**src/hw/rtl/assert_macros.svh**
```systemverilog
// Assertion helpers for the slot allocator.
// Expects aclk and aresetn in the scope where a macro is used.
`ifndef ASSERT_MACROS_SVH
`define ASSERT_MACROS_SVH

// Property checked on every clock edge outside reset
`define BSA_ASSERT(lbl, prop, msg) \
    lbl: assert property (@(posedge aclk) disable iff (!aresetn) prop) else $error(msg);

// Condition that must never hold outside reset
`define BSA_NEVER(lbl, cond, msg) \
    lbl: assert property (@(posedge aclk) disable iff (!aresetn) !(cond)) else $error(msg);

`endif

```
**src/hw/rtl/bsa_pkg.sv**
```systemverilog
// Shared constants, codes and types of the bitmap slot allocator.
// No dependencies; bsa_ffs and the allocator use scoped names.
`timescale 1ns / 1ps

package bsa_pkg;

    localparam int MAX_SLOTS   = 1024;
    localparam int WORD_BITS   = 64;
    localparam int NUM_WORDS   = MAX_SLOTS / WORD_BITS;
    localparam int STORE_SLOTS = NUM_WORDS * WORD_BITS;
    localparam int WORD_IDX_W  = $clog2(NUM_WORDS);
    localparam int WCNT_W      = $clog2(NUM_WORDS + 1);
    localparam int OFF_W       = $clog2(WORD_BITS);

    localparam int SLOT_W = 10;
    localparam int CNT_W  = 11;
    localparam logic [CNT_W-1:0] SLOT_COUNT_RESET = 11'd1024;

    localparam int IN_TDATA_W  = ((SLOT_W + 1 + 7) / 8) * 8;
    localparam int OUT_TDATA_W = ((SLOT_W + 1 + 7) / 8) * 8;

    // Config port
    localparam int CFG_ADDR_W     = 3;
    localparam int REG_SLOT_COUNT = 0;

    // First-set finder: group stage, then bit-in-group stage
    localparam int FFS_GRP_W  = 8;
    localparam int FFS_GRPS   = WORD_BITS / FFS_GRP_W;
    localparam int FFS_GSEL_W = $clog2(FFS_GRPS);
    localparam int FFS_BSEL_W = $clog2(FFS_GRP_W);

    typedef enum logic [1:0] {
        FN_FIND  = 2'd0,
        FN_READ  = 2'd1,
        FN_WRITE = 2'd2
    } func_t;

    typedef enum logic [1:0] {
        STAT_OK    = 2'd0,
        STAT_RANGE = 2'd1,
        STAT_FULL  = 2'd2
    } status_t;

    typedef enum logic [2:0] {
        S_IDLE,
        S_SCAN,
        S_ENC,
        S_ACCESS,
        S_DONE
    } state_t;

    typedef struct packed {
        logic                 start;
        logic [WORD_BITS-1:0] vec;
    } ffs_req_t;

    typedef struct packed {
        logic             done;
        logic [OFF_W-1:0] bit_idx;
    } ffs_rsp_t;

endpackage

```
**src/hw/rtl/bsa_ram.sv**
```systemverilog
// Generic single-port RAM with registered read data.
// Standalone; used for the occupancy bitmap.
`timescale 1ns / 1ps

module bsa_ram #(
    parameter int WIDTH = 64,
    parameter int DEPTH = 16
) (
    input  logic                     aclk,
    input  logic                     en,
    input  logic                     we,
    input  logic [$clog2(DEPTH)-1:0] addr,
    input  logic [WIDTH-1:0]         wdata,
    output logic [WIDTH-1:0]         rdata
);

    logic [WIDTH-1:0] mem [DEPTH];
    logic [WIDTH-1:0] rdata_reg;

    always_ff @(posedge aclk) begin
        if (en) begin
            if (we) begin
                mem[addr] <= wdata;
            end
            rdata_reg <= mem[addr];
        end
    end

    assign rdata = rdata_reg;

endmodule

```
**src/hw/rtl/bsa_ffs.sv**
```systemverilog
// Two-stage find-first-set over one bitmap word.
// Depends on bsa_pkg; done is registered with the index.
`timescale 1ns / 1ps

module bsa_ffs (
    input  logic              aclk,
    input  logic              aresetn,
    input  bsa_pkg::ffs_req_t req,
    output bsa_pkg::ffs_rsp_t rsp
);

    logic [bsa_pkg::FFS_GSEL_W-1:0] grp_sel;
    logic [bsa_pkg::FFS_GRP_W-1:0]  grp_bits;
    logic [bsa_pkg::FFS_BSEL_W-1:0] bit_sel;

    logic [bsa_pkg::FFS_GSEL_W-1:0] grp_reg;
    logic [bsa_pkg::FFS_GRP_W-1:0]  bits_reg;
    logic                           s1_vld_reg;
    logic [bsa_pkg::OFF_W-1:0]      idx_reg;
    logic                           done_reg;

    // lowest group with a set bit
    always_comb begin
        grp_sel = '0;
        for (int i = bsa_pkg::FFS_GRPS - 1; i >= 0; i--) begin
            if (|req.vec[i*bsa_pkg::FFS_GRP_W +: bsa_pkg::FFS_GRP_W]) begin
                grp_sel = bsa_pkg::FFS_GSEL_W'(i);
            end
        end
        grp_bits = req.vec[grp_sel*bsa_pkg::FFS_GRP_W +: bsa_pkg::FFS_GRP_W];
    end

    always_comb begin
        bit_sel = '0;
        for (int i = bsa_pkg::FFS_GRP_W - 1; i >= 0; i--) begin
            if (bits_reg[i]) begin
                bit_sel = bsa_pkg::FFS_BSEL_W'(i);
            end
        end
    end

    always_ff @(posedge aclk) begin
        if (!aresetn) begin
            s1_vld_reg <= 1'b0;
            done_reg   <= 1'b0;
        end else begin
            s1_vld_reg <= req.start;
            done_reg   <= s1_vld_reg;
        end
        if (req.start) begin
            grp_reg  <= grp_sel;
            bits_reg <= grp_bits;
        end
        if (s1_vld_reg) begin
            idx_reg <= {grp_reg, bit_sel};
        end
    end

    assign rsp.done    = done_reg;
    assign rsp.bit_idx = idx_reg;

endmodule

```
**src/hw/rtl/bitmap_slot_allocator.sv**
```systemverilog
// Bitmap slot allocator: request FSM, occupancy RAM and first-set finder.
// Depends on bsa_pkg, bsa_ram, bsa_ffs and assert_macros.svh.
//
// Usage:
//  - Request channel s_*: s_tuser carries the function (find, read, write),
//    s_tdata the slot index and the set value. One result per request on m_*.
//  - Results: m_tuser carries the status, m_tdata the found slot and bit.
//  - The user writes slot_count over the APB port only while no request
//    is in flight; the block does not enforce it. One request at a time;
//    s_tready is low from acceptance until the result has moved to the
//    output register; s_tready rises with m_tvalid.
//  - An out-of-range read or write or the unused function goes straight
//    to the done state; a read or write passes the access state; a find
//    reads up to W = min(slot_count, 1024) / 64 words (16 at full size),
//    one word read per cycle, then the two-stage first-set finder.
//  - Reset clears the bitmap through per-word valid bits (no sweep) and
//    sets slot_count to 1024.
//  - A stalled receiver holds the result in the output register; a second
//    result waits in the done state until the output register frees up.
`timescale 1ns / 1ps
`include "assert_macros.svh"

module bitmap_slot_allocator (
    input  logic                                aclk,
    input  logic                                aresetn,
    // request: tdata [9:0] slot_index, [10] set_value; tuser [1:0] func
    input  logic                                s_tvalid,
    output logic                                s_tready,
    input  logic [bsa_pkg::IN_TDATA_W-1:0]      s_tdata,
    input  logic [1:0]                          s_tuser,
    // result: tdata [9:0] found_slot, [10] bit_value; tuser [1:0] status
    output logic                                m_tvalid,
    input  logic                                m_tready,
    output logic [bsa_pkg::OUT_TDATA_W-1:0]     m_tdata,
    output logic [1:0]                          m_tuser,
    // config
    input  logic                                psel,
    input  logic                                penable,
    input  logic                                pwrite,
    input  logic [bsa_pkg::CFG_ADDR_W-1:0]      paddr,
    input  logic [31:0]                         pwdata,
    output logic [31:0]                         prdata,
    output logic                                pready
);

    localparam logic [bsa_pkg::CNT_W-1:0] STORE_CNT = bsa_pkg::CNT_W'(bsa_pkg::STORE_SLOTS);

    bsa_pkg::state_t state_reg, state_next;

    logic [bsa_pkg::CNT_W-1:0]      slot_count_reg;
    logic [bsa_pkg::NUM_WORDS-1:0]  valid_reg;
    bsa_pkg::func_t                 req_func_reg, req_func_next;
    logic [bsa_pkg::SLOT_W-1:0]     req_idx_reg, req_idx_next;
    logic                           req_setv_reg, req_setv_next;
    logic [bsa_pkg::WCNT_W-1:0]     iss_reg, iss_next;
    logic                           pend_reg, pend_next;
    logic [bsa_pkg::WORD_IDX_W-1:0] dword_reg, dword_next;
    logic [bsa_pkg::WORD_IDX_W-1:0] fword_reg, fword_next;
    bsa_pkg::status_t               res_status_reg, res_status_next;
    logic [bsa_pkg::SLOT_W-1:0]     res_found_reg, res_found_next;
    logic                           res_bit_reg, res_bit_next;

    logic                           m_valid_reg;
    bsa_pkg::status_t               m_status_reg;
    logic [bsa_pkg::SLOT_W-1:0]     m_found_reg;
    logic                           m_bit_reg;

    logic                           accept;
    logic                           out_free;
    logic                           cfg_wr;
    bsa_pkg::func_t                 in_func;
    logic [bsa_pkg::SLOT_W-1:0]     in_idx;
    logic                           in_setv;
    logic                           in_range;
    logic [bsa_pkg::CNT_W-1:0]      eff_count;
    logic [bsa_pkg::WCNT_W-1:0]     scan_words;
    logic [bsa_pkg::WORD_BITS-1:0]  rd_free;
    logic [bsa_pkg::WORD_BITS-1:0]  cur_word;
    logic [bsa_pkg::WORD_BITS-1:0]  bit_mask;
    logic [bsa_pkg::WORD_IDX_W-1:0] req_word;

    logic                           ram_en;
    logic                           ram_we;
    logic [bsa_pkg::WORD_IDX_W-1:0] ram_addr;
    logic [bsa_pkg::WORD_BITS-1:0]  ram_wdata;
    logic [bsa_pkg::WORD_BITS-1:0]  ram_rdata;

    bsa_pkg::ffs_req_t              ffs_req;
    bsa_pkg::ffs_rsp_t              ffs_rsp;

    bsa_ram #(
        .WIDTH (bsa_pkg::WORD_BITS),
        .DEPTH (bsa_pkg::NUM_WORDS)
    ) u_ram (
        .aclk  (aclk),
        .en    (ram_en),
        .we    (ram_we),
        .addr  (ram_addr),
        .wdata (ram_wdata),
        .rdata (ram_rdata)
    );

    bsa_ffs u_ffs (
        .aclk    (aclk),
        .aresetn (aresetn),
        .req     (ffs_req),
        .rsp     (ffs_rsp)
    );

    // ---- handshake and decode ----
    assign s_tready = (state_reg == bsa_pkg::S_IDLE);
    assign accept   = s_tvalid && s_tready;
    assign out_free = !m_valid_reg || m_tready;
    assign in_func  = bsa_pkg::func_t'(s_tuser);
    assign in_idx   = s_tdata[bsa_pkg::SLOT_W-1:0];
    assign in_setv  = s_tdata[bsa_pkg::SLOT_W];

    assign eff_count  = (slot_count_reg > STORE_CNT) ? STORE_CNT : slot_count_reg;
    assign scan_words = bsa_pkg::WCNT_W'(eff_count >> bsa_pkg::OFF_W);
    assign in_range   = {1'b0, in_idx} < eff_count;

    // never-written words read as all free
    assign rd_free  = valid_reg[dword_reg] ? ~ram_rdata : '1;
    assign req_word = req_idx_reg[bsa_pkg::OFF_W +: bsa_pkg::WORD_IDX_W];
    assign cur_word = valid_reg[req_word] ? ram_rdata : '0;
    assign bit_mask = bsa_pkg::WORD_BITS'(1) << req_idx_reg[bsa_pkg::OFF_W-1:0];

    // ---- config port ----
    assign pready = 1'b1;
    assign cfg_wr = psel && penable && pwrite && pready &&
                    (paddr[2] == 1'(bsa_pkg::REG_SLOT_COUNT));
    assign prdata = (paddr[2] == 1'(bsa_pkg::REG_SLOT_COUNT)) ? 32'(slot_count_reg) : '0;

    // ---- next state ----
    always_comb begin
        state_next = state_reg;
        case (state_reg)
            bsa_pkg::S_IDLE: begin
                if (accept) begin
                    case (in_func)
                        bsa_pkg::FN_FIND:  state_next = bsa_pkg::S_SCAN;
                        bsa_pkg::FN_READ,
                        bsa_pkg::FN_WRITE: state_next = in_range ? bsa_pkg::S_ACCESS
                                                                 : bsa_pkg::S_DONE;
                        default:           state_next = bsa_pkg::S_DONE;
                    endcase
                end
            end
            bsa_pkg::S_SCAN: begin
                if (pend_reg && |rd_free) begin
                    state_next = bsa_pkg::S_ENC;
                end else if (iss_reg >= scan_words) begin
                    state_next = bsa_pkg::S_DONE;
                end
            end
            bsa_pkg::S_ENC: begin
                if (ffs_rsp.done) begin
                    state_next = bsa_pkg::S_DONE;
                end
            end
            bsa_pkg::S_ACCESS: state_next = bsa_pkg::S_DONE;
            bsa_pkg::S_DONE: begin
                if (out_free) begin
                    state_next = bsa_pkg::S_IDLE;
                end
            end
            default: state_next = bsa_pkg::S_IDLE;
        endcase
    end

    // ---- datapath controls ----
    always_comb begin
        ram_en          = 1'b0;
        ram_we          = 1'b0;
        ram_addr        = req_word;
        ram_wdata       = cur_word;
        ffs_req.start   = 1'b0;
        ffs_req.vec     = rd_free;
        req_func_next   = req_func_reg;
        req_idx_next    = req_idx_reg;
        req_setv_next   = req_setv_reg;
        iss_next        = iss_reg;
        pend_next       = pend_reg;
        dword_next      = dword_reg;
        fword_next      = fword_reg;
        res_status_next = res_status_reg;
        res_found_next  = res_found_reg;
        res_bit_next    = res_bit_reg;
        case (state_reg)
            bsa_pkg::S_IDLE: begin
                if (accept) begin
                    req_func_next   = in_func;
                    req_idx_next    = in_idx;
                    req_setv_next   = in_setv;
                    iss_next        = '0;
                    pend_next       = 1'b0;
                    res_status_next = bsa_pkg::STAT_OK;
                    res_found_next  = '0;
                    res_bit_next    = 1'b0;
                    ram_en          = 1'b1;
                    ram_addr        = in_idx[bsa_pkg::OFF_W +: bsa_pkg::WORD_IDX_W];
                    if ((in_func == bsa_pkg::FN_READ || in_func == bsa_pkg::FN_WRITE)
                        && !in_range) begin
                        res_status_next = bsa_pkg::STAT_RANGE;
                    end
                end
            end
            bsa_pkg::S_SCAN: begin
                // one word issued per cycle, checked the cycle after
                if (pend_reg && |rd_free) begin
                    ffs_req.start = 1'b1;
                    fword_next    = dword_reg;
                    pend_next     = 1'b0;
                end else if (iss_reg < scan_words) begin
                    ram_en     = 1'b1;
                    ram_addr   = iss_reg[bsa_pkg::WORD_IDX_W-1:0];
                    iss_next   = iss_reg + 1'b1;
                    dword_next = iss_reg[bsa_pkg::WORD_IDX_W-1:0];
                    pend_next  = 1'b1;
                end else begin
                    pend_next       = 1'b0;
                    res_status_next = bsa_pkg::STAT_FULL;
                end
            end
            bsa_pkg::S_ENC: begin
                if (ffs_rsp.done) begin
                    res_found_next = bsa_pkg::SLOT_W'({fword_reg, ffs_rsp.bit_idx});
                end
            end
            bsa_pkg::S_ACCESS: begin
                if (req_func_reg == bsa_pkg::FN_READ) begin
                    res_bit_next = |(cur_word & bit_mask);
                end else begin
                    ram_en    = 1'b1;
                    ram_we    = 1'b1;
                    ram_wdata = req_setv_reg ? (cur_word | bit_mask) : (cur_word & ~bit_mask);
                end
            end
            bsa_pkg::S_DONE: begin
            end
            default: begin
            end
        endcase
    end

    // ---- registers ----
    always_ff @(posedge aclk) begin
        if (!aresetn) begin
            state_reg      <= bsa_pkg::S_IDLE;
            slot_count_reg <= bsa_pkg::SLOT_COUNT_RESET;
            valid_reg      <= '0;
            m_valid_reg    <= 1'b0;
            pend_reg       <= 1'b0;
        end else begin
            state_reg <= state_next;
            pend_reg  <= pend_next;
            if (cfg_wr) begin
                slot_count_reg <= pwdata[bsa_pkg::CNT_W-1:0];
            end
            if (ram_we) begin
                valid_reg[ram_addr] <= 1'b1;
            end
            if (state_reg == bsa_pkg::S_DONE && out_free) begin
                m_valid_reg <= 1'b1;
            end else if (m_tready) begin
                m_valid_reg <= 1'b0;
            end
        end
        req_func_reg   <= req_func_next;
        req_idx_reg    <= req_idx_next;
        req_setv_reg   <= req_setv_next;
        iss_reg        <= iss_next;
        dword_reg      <= dword_next;
        fword_reg      <= fword_next;
        res_status_reg <= res_status_next;
        res_found_reg  <= res_found_next;
        res_bit_reg    <= res_bit_next;
        if (state_reg == bsa_pkg::S_DONE && out_free) begin
            m_status_reg <= res_status_reg;
            m_found_reg  <= res_found_reg;
            m_bit_reg    <= res_bit_reg;
        end
    end

    assign m_tvalid = m_valid_reg;
    assign m_tuser  = m_status_reg;
    assign m_tdata  = bsa_pkg::OUT_TDATA_W'({m_bit_reg, m_found_reg});

    // ---- assertions ----
    `BSA_ASSERT(a_one_in_flight, (s_tvalid && s_tready) |=> !s_tready, "request accepted while busy")
    `BSA_NEVER(a_err_payload, m_tvalid && (m_tuser != bsa_pkg::STAT_OK) && (m_tdata != '0), "error result carries data")
    `BSA_ASSERT(a_out_from_done, $rose(m_tvalid) |-> $past(state_reg == bsa_pkg::S_DONE), "result loaded outside done state")
    `BSA_NEVER(a_no_write_in_scan, ram_we && (state_reg == bsa_pkg::S_SCAN || state_reg == bsa_pkg::S_ENC), "bitmap written during find")

endmodule
```
**config.mk**
```make
export PLATFORM = sky130hd
export DESIGN_NAME = bitmap_slot_allocator
export DESIGN_NICKNAME = d
export VERILOG_FILES = /design/src/hw/rtl/bsa_pkg.sv /design/src/hw/rtl/bsa_ram.sv /design/src/hw/rtl/bsa_ffs.sv /design/src/hw/rtl/bitmap_slot_allocator.sv
export VERILOG_INCLUDE_DIRS = /design/src /design/src/hw/rtl
export SDC_FILE = /design/constraint.sdc
export NUM_CORES = 2
export LEC_CHECK = 0
export BUFFER_PORTS_ARGS = -buffer_cell sky130_fd_sc_hd__buf_4
export CORE_MARGIN = 10
export CORE_UTILIZATION = 45
export CTS_BUF_LIST = sky130_fd_sc_hd__clkbuf_16
export DETAILED_ROUTE_END_ITERATION = 6
export HOLD_SLACK_MARGIN = 0.12
export PLACE_DENSITY = 0.62
export SLEW_MARGIN = 20
export SYNTH_ARGS = -nofsm -noshare
export SYNTH_HDL_FRONTEND = slang
export SYNTH_SLANG_ARGS = --single-unit
```
**constraint.sdc**
```tcl
create_clock -name aclk -period 8.6 [get_ports aclk]
set_input_delay 0.86 -clock aclk [delete_from_list [all_inputs] [get_ports aclk]]
set_output_delay 0.86 -clock aclk [all_outputs]
set_load 0.1 [all_outputs]
```
==> impl_metrics.py <==
metrics = {
    "run_status": {
        "outcome": "complete, no violations",
    },
    "setup_path": {
        "critical_path_arrival_ns": 6.45,
        "r2r-end": "u_ram.rdata[11]$_DFFE_PP_",
        "critical_path_buf_inv_count": 4,
        "critPathCaptureType": "flop",
        "startpoint_type": "flop",
        "cp_top_family": "buffers and inverters",
        "setup.worst_path.class": "flop to flop",
        "slowest_delay_ns": 0.90,
        "r2r_slack_ns": 2.70,
        "crit_required_ns": 9.15,
        "reg2reg_depth": 14,
        "path_common_cell": "buf_4",
        "path_cells": "inv_1 -> nand2_1 -> ha_1 -> nor2b_1 -> o21ai_0 -> nand2_1 -> a2bb2oi_4 -> buf_4 -> buf_4 -> buf_4 -> nand4_1 -> o211ai_1 -> o2111ai_1 -> nand4_1",
        "crit_fanout": 79,
        "rr_startpoint": "slot_count_reg[10]$_SDFFE_PN1P_",
        "crit_path_top_delay_cell": "buf_4",
    },
    "cts": {
        "postCtsSetupRepairBufs": 0,
        "post_cts_resized": 0,
        "path_clk_slew_ns": 0.07,
        "clock_latency_ns": 0.72,
        "clk_path_buf_depth": 3,
        "cts.sinks": 1191,
        "cts-root-buf": "clkbuf_16",
        "cts_tree": "done",
        "cts_inserted_buffers": 117,
        "hold_buffers": 0,
        "htreeDepth": 3,
    },
    "timing": {
        "finalSetupViolCount": 0,
        "maxSlewHeadroom_pct": 23.2,
        "max_freq_ghz": 0.169,
        "finClkSkew_ns": 0.0356,
        "finalHoldViolations": 0,
        "fin_crit_sh_pct": 68.6,
        "rsz0062_at_grt": "no",
        "setup_tns_ns": 0,
        "hold_slack_ns": 0.338,
        "layout_min_cycle_time_ns": 5.90,
        "slew_violations": 0,
        "max_slew.worst_pin.slew_ns": 1.14,
    },
    "synthesis": {
        "yosys-top-cells-area": "edfxtp_1 67%, o211ai_1 5.7%, nand4_1 5.6%, mux2_2 3.3%, inv_1 2.5%",
        "synth_cell_types": 70,
        "avgSynthCellArea_um2": 13.7,
        "synth_area_leader_cell": "edfxtp_1",
        "synth_cells": 3773,
        "synthTopCellsByCount": "1,157 x edfxtp_1, 466 x nand4_1, 393 x o211ai_1",
        "synth_top_cell_area_share_pct": 67.1,
        "synth_edf_count": 1157,
        "ys_seq_area_share_pct": 68.4,
        "syn_area_um2": 51800,
        "synthFlopType": "edfxtp_1",
        "synthArstFlopShare_pct": 0,
        "post-synth-top-count-cell": "edfxtp_1",
        "yosysWarnings": 0,
        "synth-seq-cells": 1191,
    },
    "detailed_routing": {
        "totalWireLength_um": 147000,
        "drt_iter0_markers": 3705,
        "vias": 33900,
        "drc_errors": 0,
        "first_pass_iters": 6,
        "routed_via_density": 6.32,
        "wl_per_cell_um": 27.5,
        "ant_nets": 0,
    },
    "floorplan": {
        "placeableCoreArea_um2": 114000,
        "initial_core_util_pct": 45.3,
        "fp.dieW_um": 359,
        "dieArea_um2": 129000,
        "fp-row-count": 124,
        "die_h_um": 359,
        "num_io_pins": 113,
    },
    "placed_design": {
        "port_buffers": 57,
        "gp_congestion": 0.951,
        "dp_hpwl_um": 76000,
    },
    "final_layout": {
        "fill_cells": 9514,
        "area_delta_synth_final_pct": 11.2,
        "diodes": 0,
        "fin_nets": 3831,
        "largest_register_ffs": 1024,
        "drive_gt1_share_pct": 15.1,
    },
    "worst_hold_path": {
        "hold_start": "s_tdata[10]",
        "hold_path.class": "input pin to flop",
        "whs_endpoint": "req_setv_reg$_DFFE_PP_",
        "holdPathStages": 1,
    },
    "global_routing": {
        "antenna_found_initial": 3,
        "grt_pass1_wl_um": 217000,
        "grt_max_degree": 188,
        "grt_pass1_vias": 32900,
        "track_usage_pct": 21.8,
        "grt-ovfl-total": 0,
    },
    "pwr": {
        "peakVddDrop_v": 0.000550,
        "pwr_density_cell_nw_per_um2": 400,
        "leakage_nw": 19.5,
    },
    "job": {
        "maxCapViolations": 0,
    },
}
cells in the final DEF (no fill, tap or decap), types with 80 or more instances in the layout:
master / n
mux2_2: 150
nand2_1: 144
o2111ai_1: 130
edfxtp_1: 1157
o211ai_1: 393
inv_1: 365
clkbuf_16: 120
nor2_1: 80
buf_4: 181
o21ai_0: 114
nand4_1: 466
per-layer routing:
layer	wire length [um]	vias up	track usage (%)
li1	-	14800	-
met1	60700	17000	29.6
met2	68500	1764	34.6
met3	12700	344	3.84
met4	5350	2	8.61
met5	8	-	0
stage by stage:
step	total power, W	instances	util (%)	cell area (um2)	setup slack, ns
2_1_floorplan	0.0150	3798	-	51900	0.639
3_3_place_gp	0.0180	5147	47.1	53900	2.77
3_5_place_dp	0.0180	5147	47.1	53900	2.84
4_1_cts	0.0229	5361	50.3	57500	2.80
5_1_grt	0.0240	5361	50.3	57600	2.40
6_report	0.0230	5361	50.3	57600	2.70
layout make-up:
cell class | instances | area [um2] | share of cell area (%)
Inverter | 340 | 1280 | 2.22
Sequential cell | 1191 | 35400 | 61.5
Clock inverter | 94 | 648 | 1.13
Clock buffer | 120 | 3000 | 5.22
Multi-Input combinational cell | 1913 | 13800 | 23.9
Tap cell | 1512 | 1890 | 3.29
Timing Repair Buffer | 191 | 1560 | 2.71
report_power, final:
part | internal [W] | switching [W] | total, W | leakage [nW]
combinational | 0.00322 | 0.00711 | 0.0103 | 6.65
clock | 0.00275 | 0.00216 | 0.00490 | 1.89
sequential | 0.00731 | 0.000496 | 0.00780 | 11.0
how the worst max path moves through the flow:
stage                                    startpoint                          end  slack [ns]  cells after the start
floorplan           slot_count_reg[10]$_SDFFE_PN1P_    u_ram.mem[2][0]$_DFFE_PP_        0.64                     14
detailed placement  slot_count_reg[10]$_SDFFE_PN1P_  u_ram.mem[11][10]$_DFFE_PP_        2.84                     11
CTS                 slot_count_reg[10]$_SDFFE_PN1P_   u_ram.mem[11][8]$_DFFE_PP_        2.80                     11
global route        slot_count_reg[10]$_SDFFE_PN1P_    u_ram.rdata[11]$_DFFE_PP_        2.40                     14
global placement    slot_count_reg[10]$_SDFFE_PN1P_   u_ram.mem[6][10]$_DFFE_PP_        2.77                     11
finish              slot_count_reg[10]$_SDFFE_PN1P_    u_ram.rdata[11]$_DFFE_PP_        2.70                     14
cell families after synthesis:
group / count (synthesis) / synth area share (%)
xor gates and xnor gates: 3 / 0.0508
other: 2 / 0.0145
adders and majority gates: 17 / 0.411
muxes: 229 / 5.43
AOI/OAI and AO/OA: 767 / 10.8
DFF: 1191 / 68.4
buffers and inverters: 694 / 5.57
and+or+nand+nor: 870 / 9.27
Power figures use the tool's default switching activity.
